$ cat config.mk
export PLATFORM = sky130hd
export DESIGN_NAME = ir_pulse_distance_decoder_flat
export DESIGN_NICKNAME = d
export VERILOG_FILES = /design/src/rtl/ipd_pkg.sv /design/src/rtl/ipd_req_if.sv /design/src/rtl/ipd_rsp_if.sv /design/src/rtl/ir_pulse_distance_decoder.sv /design/src/rtl/ipd_line_decode.sv /design/src/rtl/ipd_code_accum.sv /design/src/flat_wrapper.sv
export SDC_FILE = /design/constraint.sdc
export NUM_CORES = 1
export LEC_CHECK = 0
export BUFFER_PORTS_ARGS = -buffer_cell sky130_fd_sc_hd__buf_2
export CAP_MARGIN = 20
export CORE_MARGIN = 8
export CORE_UTILIZATION = 60
export CTS_CLUSTER_SIZE = 16
export DETAILED_ROUTE_END_ITERATION = 10
export PLACE_DENSITY = 0.8
export SETUP_SLACK_MARGIN = 0.4
export SLEW_MARGIN = 10
export SYNTH_ARGS = -nofsm -noshare
export SYNTH_HDL_FRONTEND = slang
export SYNTH_HIERARCHICAL = 1
export SYNTH_SLANG_ARGS = --single-unit
$ cat constraint.sdc
create_clock -name clock -period 10.9 [get_ports clock]
set_input_delay 2.18 -clock clock [delete_from_list [all_inputs] [get_ports clock]]
set_output_delay 2.18 -clock clock [all_outputs]
set_load 0.1 [all_outputs]
$ cat src/rtl/ipd_pkg.sv
`default_nettype none

package ipd_pkg;

   localparam int DUR_WIDTH    = 16;
   localparam int CODE_NIBBLES = 16;
   localparam int CODE_BITS    = 4 * CODE_NIBBLES;
   localparam int CSR_INDEX_WIDTH = 3;
   localparam int CSR_DATA_WIDTH  = 16;
   localparam logic [7:0] COUNT_MAX = 8'd255;

   typedef enum logic [1:0] {
      KIND_START = 2'd0,
      KIND_END   = 2'd1,
      KIND_DATA  = 2'd2
   } line_kind_type;

   localparam logic [CSR_INDEX_WIDTH-1:0] CSR_HEADER_MARK  = 3'd0;
   localparam logic [CSR_INDEX_WIDTH-1:0] CSR_HEADER_SPACE = 3'd1;
   localparam logic [CSR_INDEX_WIDTH-1:0] CSR_BIT_MARK     = 3'd2;
   localparam logic [CSR_INDEX_WIDTH-1:0] CSR_ONE_SPACE    = 3'd3;
   localparam logic [CSR_INDEX_WIDTH-1:0] CSR_ZERO_SPACE   = 3'd4;
   localparam logic [CSR_INDEX_WIDTH-1:0] CSR_TOLERANCE    = 3'd5;

   typedef struct packed {
      logic [DUR_WIDTH-1:0] header_mark_time;
      logic [DUR_WIDTH-1:0] header_space_time;
      logic [DUR_WIDTH-1:0] bit_mark_time;
      logic [DUR_WIDTH-1:0] one_space_time;
      logic [DUR_WIDTH-1:0] zero_space_time;
      logic [DUR_WIDTH-1:0] window_tolerance;
   } cfg_type;

   localparam cfg_type CFG_RESET = '{
      header_mark_time:  16'd3000,
      header_space_time: 16'd1700,
      bit_mark_time:     16'd550,
      one_space_time:    16'd1000,
      zero_space_time:   16'd350,
      window_tolerance:  16'd150
   };

   typedef struct packed {
      logic [DUR_WIDTH-1:0] mark_a;
      logic [DUR_WIDTH-1:0] space_a;
      logic [DUR_WIDTH-1:0] mark_b;
      logic [DUR_WIDTH-1:0] space_b;
      logic [DUR_WIDTH-1:0] mark_c;
      logic [DUR_WIDTH-1:0] space_c;
      logic [DUR_WIDTH-1:0] mark_d;
      logic [DUR_WIDTH-1:0] space_d;
   } req_item_type;

   typedef struct packed {
      line_kind_type line_kind;
      logic [3:0]    nibble_msb;
      logic [3:0]    nibble_lsb;
      logic [3:0]    invalid_mask;
      logic [7:0]    nibble_total;
      logic [63:0]   code_word;
   } rsp_item_type;

   // Decoded line handed from the classifier to the code accumulator.
   typedef struct packed {
      line_kind_type kind;
      logic [3:0]    msb;
      logic [3:0]    lsb;
      logic [3:0]    bad;
   } dec_type;

   // Strict window n - t < x < n + t, done in 17 bits so nothing wraps.
   function automatic logic in_window(input logic [DUR_WIDTH-1:0] x,
                                      input logic [DUR_WIDTH-1:0] n,
                                      input logic [DUR_WIDTH-1:0] t);
      logic [DUR_WIDTH:0] x_plus_t;
      logic [DUR_WIDTH:0] n_plus_t;
      x_plus_t = {1'b0, x} + {1'b0, t};
      n_plus_t = {1'b0, n} + {1'b0, t};
      return (x_plus_t > {1'b0, n}) && ({1'b0, x} < n_plus_t);
   endfunction

endpackage

`default_nettype wire

$ cat src/rtl/ipd_req_if.sv
`default_nettype none

interface ipd_req_if import ipd_pkg::*; ();
   logic         valid;
   logic         ready;
   req_item_type payload;

   modport source (output valid, output payload, input ready);
   modport sink (input valid, input payload, output ready);
endinterface

`default_nettype wire

$ cat src/rtl/ipd_rsp_if.sv
`default_nettype none

interface ipd_rsp_if import ipd_pkg::*; ();
   logic         valid;
   logic         ready;
   rsp_item_type payload;

   modport source (output valid, output payload, input ready);
   modport sink (input valid, input payload, output ready);
endinterface

`default_nettype wire

$ cat src/rtl/ir_pulse_distance_decoder.sv
// A request passes through the input register, then the result register.
// Throughput: one request per cycle when not stalled, set by those two registers.
// The result register stalls only while the response side holds ready low.
// Reset (synchronous, active high) restores the default timing registers and
// clears the stored code, the nibble count and both valid flags.
`default_nettype none

module ir_pulse_distance_decoder import ipd_pkg::*; (
   input  wire                        clock,
   input  wire                        reset,
   ipd_req_if.sink                    req_bus,
   ipd_rsp_if.source                  rsp_bus,
   input  wire                        csr_write_enable,
   input  wire [CSR_INDEX_WIDTH-1:0]  csr_index,
   input  wire [CSR_DATA_WIDTH-1:0]   csr_write_data
);

   cfg_type      cfg_ff;
   logic         in_valid_ff;
   req_item_type in_item_ff;
   logic         rsp_valid_ff;
   dec_type      rsp_dec_ff;
   dec_type      dec;
   logic         out_free;
   logic         advance;
   logic [7:0]   nibble_total;
   logic [63:0]  code_word;

   always_ff @(posedge clock) begin
      if (reset) begin
         cfg_ff <= CFG_RESET;
      end else if (csr_write_enable) begin
         unique case (csr_index)
            CSR_HEADER_MARK:  cfg_ff.header_mark_time  <= csr_write_data;
            CSR_HEADER_SPACE: cfg_ff.header_space_time <= csr_write_data;
            CSR_BIT_MARK:     cfg_ff.bit_mark_time     <= csr_write_data;
            CSR_ONE_SPACE:    cfg_ff.one_space_time    <= csr_write_data;
            CSR_ZERO_SPACE:   cfg_ff.zero_space_time   <= csr_write_data;
            CSR_TOLERANCE:    cfg_ff.window_tolerance  <= csr_write_data;
            default: begin
            end
         endcase
      end
   end

   assign out_free      = !rsp_valid_ff || rsp_bus.ready;
   assign advance       = in_valid_ff && out_free;
   assign req_bus.ready = !in_valid_ff || out_free;

   always_ff @(posedge clock) begin
      if (reset) begin
         in_valid_ff <= 1'b0;
      end else if (req_bus.ready) begin
         in_valid_ff <= req_bus.valid;
      end
   end

   always_ff @(posedge clock) begin
      if (req_bus.valid && req_bus.ready) begin
         in_item_ff <= req_bus.payload;
      end
   end

   ipd_line_decode u_decode (
      .cfg  (cfg_ff),
      .item (in_item_ff),
      .dec  (dec)
   );

   ipd_code_accum u_accum (
      .clock        (clock),
      .reset        (reset),
      .load         (advance),
      .dec          (dec),
      .nibble_total (nibble_total),
      .code_word    (code_word)
   );

   always_ff @(posedge clock) begin
      if (reset) begin
         rsp_valid_ff <= 1'b0;
      end else if (out_free) begin
         rsp_valid_ff <= in_valid_ff;
      end
   end

   always_ff @(posedge clock) begin
      if (advance) begin
         rsp_dec_ff <= dec;
      end
   end

   assign rsp_bus.valid                = rsp_valid_ff;
   assign rsp_bus.payload.line_kind    = rsp_dec_ff.kind;
   assign rsp_bus.payload.nibble_msb   = rsp_dec_ff.msb;
   assign rsp_bus.payload.nibble_lsb   = rsp_dec_ff.lsb;
   assign rsp_bus.payload.invalid_mask = rsp_dec_ff.bad;
   assign rsp_bus.payload.nibble_total = nibble_total;
   assign rsp_bus.payload.code_word    = code_word;

endmodule

`default_nettype wire

$ cat src/rtl/ipd_line_decode.sv
`default_nettype none

module ipd_line_decode import ipd_pkg::*; (
   input  wire cfg_type      cfg,
   input  wire req_item_type item,
   output dec_type           dec
);

   logic [DUR_WIDTH-1:0] marks  [4];
   logic [DUR_WIDTH-1:0] spaces [4];
   logic [3:0] msb;
   logic [3:0] lsb;
   logic [3:0] bad;
   logic       is_header;
   logic       is_end;

   assign marks[0]  = item.mark_a;
   assign marks[1]  = item.mark_b;
   assign marks[2]  = item.mark_c;
   assign marks[3]  = item.mark_d;
   assign spaces[0] = item.space_a;
   assign spaces[1] = item.space_b;
   assign spaces[2] = item.space_c;
   assign spaces[3] = item.space_d;

   assign is_header = in_window(item.mark_a, cfg.header_mark_time, cfg.window_tolerance) &&
                      in_window(item.space_a, cfg.header_space_time, cfg.window_tolerance);
   assign is_end    = in_window(item.mark_a, cfg.bit_mark_time, cfg.window_tolerance) &&
                      (item.space_a == '0);

   // Pair a lands in bit 3 of the MSB-first forms and bit 0 of the LSB-first one.
   always_comb begin
      for (int i = 0; i < 4; i++) begin
         logic mark_ok;
         logic one;
         logic zero;
         mark_ok = in_window(marks[i], cfg.bit_mark_time, cfg.window_tolerance);
         one     = in_window(spaces[i], cfg.one_space_time, cfg.window_tolerance);
         zero    = !one && in_window(spaces[i], cfg.zero_space_time, cfg.window_tolerance);
         msb[3-i] = mark_ok && one;
         lsb[i]   = mark_ok && one;
         bad[3-i] = !(mark_ok && (one || zero));
      end
   end

   always_comb begin
      dec = '0;
      if (is_header) begin
         dec.kind = KIND_START;
      end else if (is_end) begin
         dec.kind = KIND_END;
      end else begin
         dec.kind = KIND_DATA;
         dec.msb  = msb;
         dec.lsb  = lsb;
         dec.bad  = bad;
      end
   end

endmodule

`default_nettype wire

$ cat src/rtl/ipd_code_accum.sv
`default_nettype none

module ipd_code_accum import ipd_pkg::*; (
   input  wire          clock,
   input  wire          reset,
   input  wire          load,
   input  wire dec_type dec,
   output logic [7:0]   nibble_total,
   output logic [63:0]  code_word
);

   logic [CODE_BITS-1:0] code_ff;
   logic [CODE_BITS-1:0] code_in;
   logic [7:0]           count_ff;
   logic [7:0]           count_in;

   always_comb begin
      code_in  = code_ff;
      count_in = count_ff;
      case (dec.kind)
         KIND_START: begin
            code_in  = '0;
            count_in = '0;
         end
         KIND_DATA: begin
            // Oldest nibble falls off the top once the register is full.
            code_in = CODE_BITS'((code_ff << 4) | CODE_BITS'(dec.msb));
            if (count_ff != COUNT_MAX) begin
               count_in = count_ff + 8'd1;
            end
         end
         default: begin
         end
      endcase
   end

   always_ff @(posedge clock) begin
      if (reset) begin
         code_ff  <= '0;
         count_ff <= '0;
      end else if (load) begin
         code_ff  <= code_in;
         count_ff <= count_in;
      end
   end

   // The state only moves when a new result is loaded, so it doubles as that result.
   assign nibble_total = count_ff;
   assign code_word    = 64'(code_ff);

endmodule

`default_nettype wire

$ cat src/flat_wrapper.sv
// flat-port wrapper written by rule: the top's interface ports become plain ports
module ir_pulse_distance_decoder_flat import ipd_pkg::*;
  (clock, reset, csr_write_enable, csr_index, csr_write_data, req_bus_valid, req_bus_payload, req_bus_ready, rsp_bus_valid, rsp_bus_payload, rsp_bus_ready);
  ipd_req_if req_bus_i ();
  ipd_rsp_if rsp_bus_i ();
  input  wire clock;
  input  wire reset;
  input  wire csr_write_enable;
  input  wire [CSR_INDEX_WIDTH-1:0] csr_index;
  input  wire [CSR_DATA_WIDTH-1:0] csr_write_data;
  input wire logic [$bits(req_bus_i.valid)-1:0] req_bus_valid;
  input wire logic [$bits(req_bus_i.payload)-1:0] req_bus_payload;
  output wire logic [$bits(req_bus_i.ready)-1:0] req_bus_ready;
  output wire logic [$bits(rsp_bus_i.valid)-1:0] rsp_bus_valid;
  output wire logic [$bits(rsp_bus_i.payload)-1:0] rsp_bus_payload;
  input wire logic [$bits(rsp_bus_i.ready)-1:0] rsp_bus_ready;
  assign req_bus_i.valid = req_bus_valid;
  assign req_bus_i.payload = req_bus_payload;
  assign req_bus_ready = req_bus_i.ready;
  assign rsp_bus_valid = rsp_bus_i.valid;
  assign rsp_bus_payload = rsp_bus_i.payload;
  assign rsp_bus_i.ready = rsp_bus_ready;
  ir_pulse_distance_decoder u_core (.clock(clock), .reset(reset), .req_bus(req_bus_i), .rsp_bus(rsp_bus_i), .csr_write_enable(csr_write_enable), .csr_index(csr_index), .csr_write_data(csr_write_data));
endmodule
==> results.txt <==
status = finished, final reports clean
first-pass GRT wire length = 146600 um
maximum vdd drop = 0.1322 mV
Sink Count = 312
share of layout cells above drive strength 1 = 10.15%
CP max stage cell = dfxtp_1
HP Class = reg -> reg
layout overhead on the synthesized area = 10.35%
vias in the first global route = 26450
WL/cell = 24.22 um
setup_tns = 0 ns
placed insts = 3961
Clk pwr share = 32.3%
Post-synth EDFFs = 142
crit path kind = reg -> reg
top-count cell post-synth = ha_1
number of buffers created by CTS = 34
Worst Hold Path EP = u_core/rsp_bus.valid$_SDFFE_PP0P_
grt ovf = 0
Syn Inst Count = 3138
fraction of registers with async set/reset = 0%
register area share after synthesis = 26.36%
DR pass1 iterations = 6
Slew HR = 24.85%
Power Total = 3.506 mW
Hold Worst Slack = 0.4828 ns
PortBufs = 239
Pins Over Slew Limit = 0
Synth Warn # = 6
Crit path arrival time = 7.49 ns
Cell Area, Placed = 0.03097 sq mm
worst-case clock skew = 0.02380 ns
Hold Path Depth = 2
RSZ-0062 raised after global routing = no
fin nets = 4191
row count = 80
post-detail-place hpwl = 77980 um
CP Max Fanout = 68
Post-Syn Area = 0.02908 sq mm
post-synth cell types = 87
Die W = 236.2 um
CTS Buffer Depth = 3
CTS tree = done
I/O pins = 240
main flop type after synthesis = dfxtp_1
placer congestion estimate = 1.004
Startpoint Class = flip-flop
Period minus WS final = 7.079 ns
Layout Utilization = 67.08%
post-CTS sizing = 0
Mapped Nets = 3946
post-synth top area cell = ha_1
Vias = 26020
R2R Path End = u_core/u_accum/nibble_total[4]$_SDFFE_PP0P_
final wirelength = 97530 um
sequential share of power = 37.8%
initial antenna violation count = 4
Initial Utilization = 60.78%
Post-DRT Antenna Nets = 0
DR iter-0 viols = 1952
core area = 0.04785 sq mm
critical path required time = 11.31 ns
reg2reg path depth = 19
DP Worst Slack = 3.872 ns
Residual DRC = 0
Tot GR Track Use = 33.58%
final hold vios = 0
hold_sp = u_core/in_valid_ff$_SDFFE_PP0P_
Die Ht = 236.2 um
Clock transition at path regs = 0.06 ns
via/cell ratio = 6.461
reg-to-reg slack, setup = 3.82 ns
Layout Cells excl Fill = 4027
switching share of power = 33.89%
period utilization = 64.95%
Setup-failing EPs final = 0
crit-path max cell delay = 0.90 ns
crit path cell chain = ha_1 -> a2111oi_0 -> a21oi_1 -> o31a_1 -> or4_1 -> nand2_1 -> xor2_1 -> ha_1 -> a21oi_1 -> nand3_1 -> a311oi_1 -> o31ai_1 -> a32o_1 -> nor3b_1 -> nand2b_2 -> buf_4 -> nor3_1 -> mux2i_1 -> a21oi_1
finished layout cell area = 0.03209 sq mm
Setup crit end kind = flip-flop
most common library cells after synthesis = ha_1 (643), nor2_1 (268), a21oi_1 (235)
Post-CTS Hold Fix Bufs = 0
Psw = 1.188 mW
Logic pwr share = 29.9%
Yosys reg bits = 312
Max Cap Viol = 0
Slew @ Worst Pin = 1.127 ns
die area = 0.05577 sq mm
largest net degree at the start of global routing = 124
H-tree depth = 2
top-area cell type share of the netlist area = 27.66%
Most Frequent Cell on Critical Path = a21oi_1
post-route setup slack = 3.821 ns
Setup Fix Bufs, Post-CTS = 0
pwr dens = 109.2 mW/mm^2
Synth area leaders = ha_1 (28%), edfxtp_1 (15%), dfxtp_1 (12%), a21oi_1 (4.0%), nor2_1 (3.5%)
Leak = 15.23 nW
worst-skew pair later-pin latency = 0.57 ns
highest clock rate = 141.3 MHz
FF-to-FF Start = u_core/cfg_ff[7]$_SDFFE_PP1P_
Mean Syn Cell Area = 9.268 sq um
clock root buffer = clkbuf_16
P_int = 2.318 mW
## power groups by stage
stage / sequential [mW] / combinational, mW / clock (mW)
2_1_floorplan: 1.35 / 0.686 / 0
3_3_place_gp: 1.35 / 0.978 / 0
3_5_place_dp: 1.35 / 1.02 / 0
4_1_cts: 1.32 / 1.02 / 1.15
5_1_grt: 1.33 / 1.15 / 1.18
6_report: 1.32 / 1.05 / 1.13
## flip-flops by register name, summed over array words and instances (netlist names)
name / flops
u_core/u_accum/code_word: 64
u_core/in_valid_ff: 1
u_core/rsp_bus.payload: 14
u_core/in_item_ff: 128
u_core/rsp_bus.valid: 1
u_core/u_accum/nibble_total: 8
u_core/cfg_ff: 96
## cells in the final DEF (no fill, tap or decap), types with 24 or more instances in the layout
master and count:
edfxtp_1 142, o21ai_0 111, mux2i_1 98, nor2_1 268
nand3_1 55, ha_1 643, o211ai_1 24, a21o_1 96
inv_1 163, a21oi_1 235, nand2b_1 121, o21ai_1 30
a22oi_1 64, o21bai_1 32, a31oi_1 27, nor3_1 55
xor2_1 58, buf_2 238, nor2b_1 50, nand4_1 55
dfxtp_1 170, a211oi_1 26, nand2_1 139, clkbuf_16 35
o21a_1 42, xnor2_1 109
## area by class of cell
type,count,area (sq um)
Timing Repair Buffer,262,1384
Clock inverter,18,131.4
Multi-Input combinational cell,2608,20550
Clock buffer,43,957.2
Tap cell,615,769.5
Fill cell,3821,15750
Inverter,165,619.3
Antenna cell,4,10.01
Sequential cell,312,7667
## routing by layer
metal	part of all wire [%]	GRT usage (%)	routed length (um)	vias up
met4	8.2	25.24	7965	0
met1	38	36.41	36900	12420
met5	0	0	0	-
met3	5.2	4.489	5058	327
met2	49	59.33	47600	992
li1	-	-	-	12280
## cell families after synthesis
kind of cell             after synthesis  synth area share [%]
AND/OR/NAND/NOR                      858                 14.86
AO/OA/AOI/OAI                        829                 18.82
adder cells (fa/ha/maj)              656                 28.56
flip-flops                           312                 26.36
buffers and inverters                218                 3.003
XOR/XNOR                             167                 5.029
multiplexers                          98                 3.373
## how the worst max path moves through the flow
stage | startpoint | endpoint | slack [ns] | depth (start not counted)
2_1_floorplan | rsp_bus_ready | u_core/in_item_ff[0]$_DFFE_PP_ | 4.39 | 2
3_3_place_gp | u_core/cfg_ff[7]$_SDFFE_PP1P_ | u_core/u_accum/nibble_total[7]$_SDFFE_PP0P_ | 4.21 | 18
3_5_place_dp | u_core/cfg_ff[7]$_SDFFE_PP1P_ | u_core/u_accum/nibble_total[7]$_SDFFE_PP0P_ | 3.87 | 18
4_1_cts | u_core/cfg_ff[7]$_SDFFE_PP1P_ | u_core/u_accum/nibble_total[7]$_SDFFE_PP0P_ | 3.87 | 18
5_1_grt | u_core/cfg_ff[7]$_SDFFE_PP1P_ | u_core/u_accum/nibble_total[4]$_SDFFE_PP0P_ | 3.53 | 19
6_report | u_core/cfg_ff[7]$_SDFFE_PP1P_ | u_core/u_accum/nibble_total[4]$_SDFFE_PP0P_ | 3.82 | 19
## critical path: cells and delay by family, from the launching register on
family | cells | cell delay, ns
AO/OA/AOI/OAI | 8 | 2.60
XOR/XNOR | 1 | 0.42
adder cells (fa/ha/maj) | 2 | 0.75
buffers and inverters | 1 | 0.57
flip-flops | 1 | 0.90
multiplexers | 1 | 0.15
AND/OR/NAND/NOR | 6 | 1.55
Power figures use the tool's default switching activity.
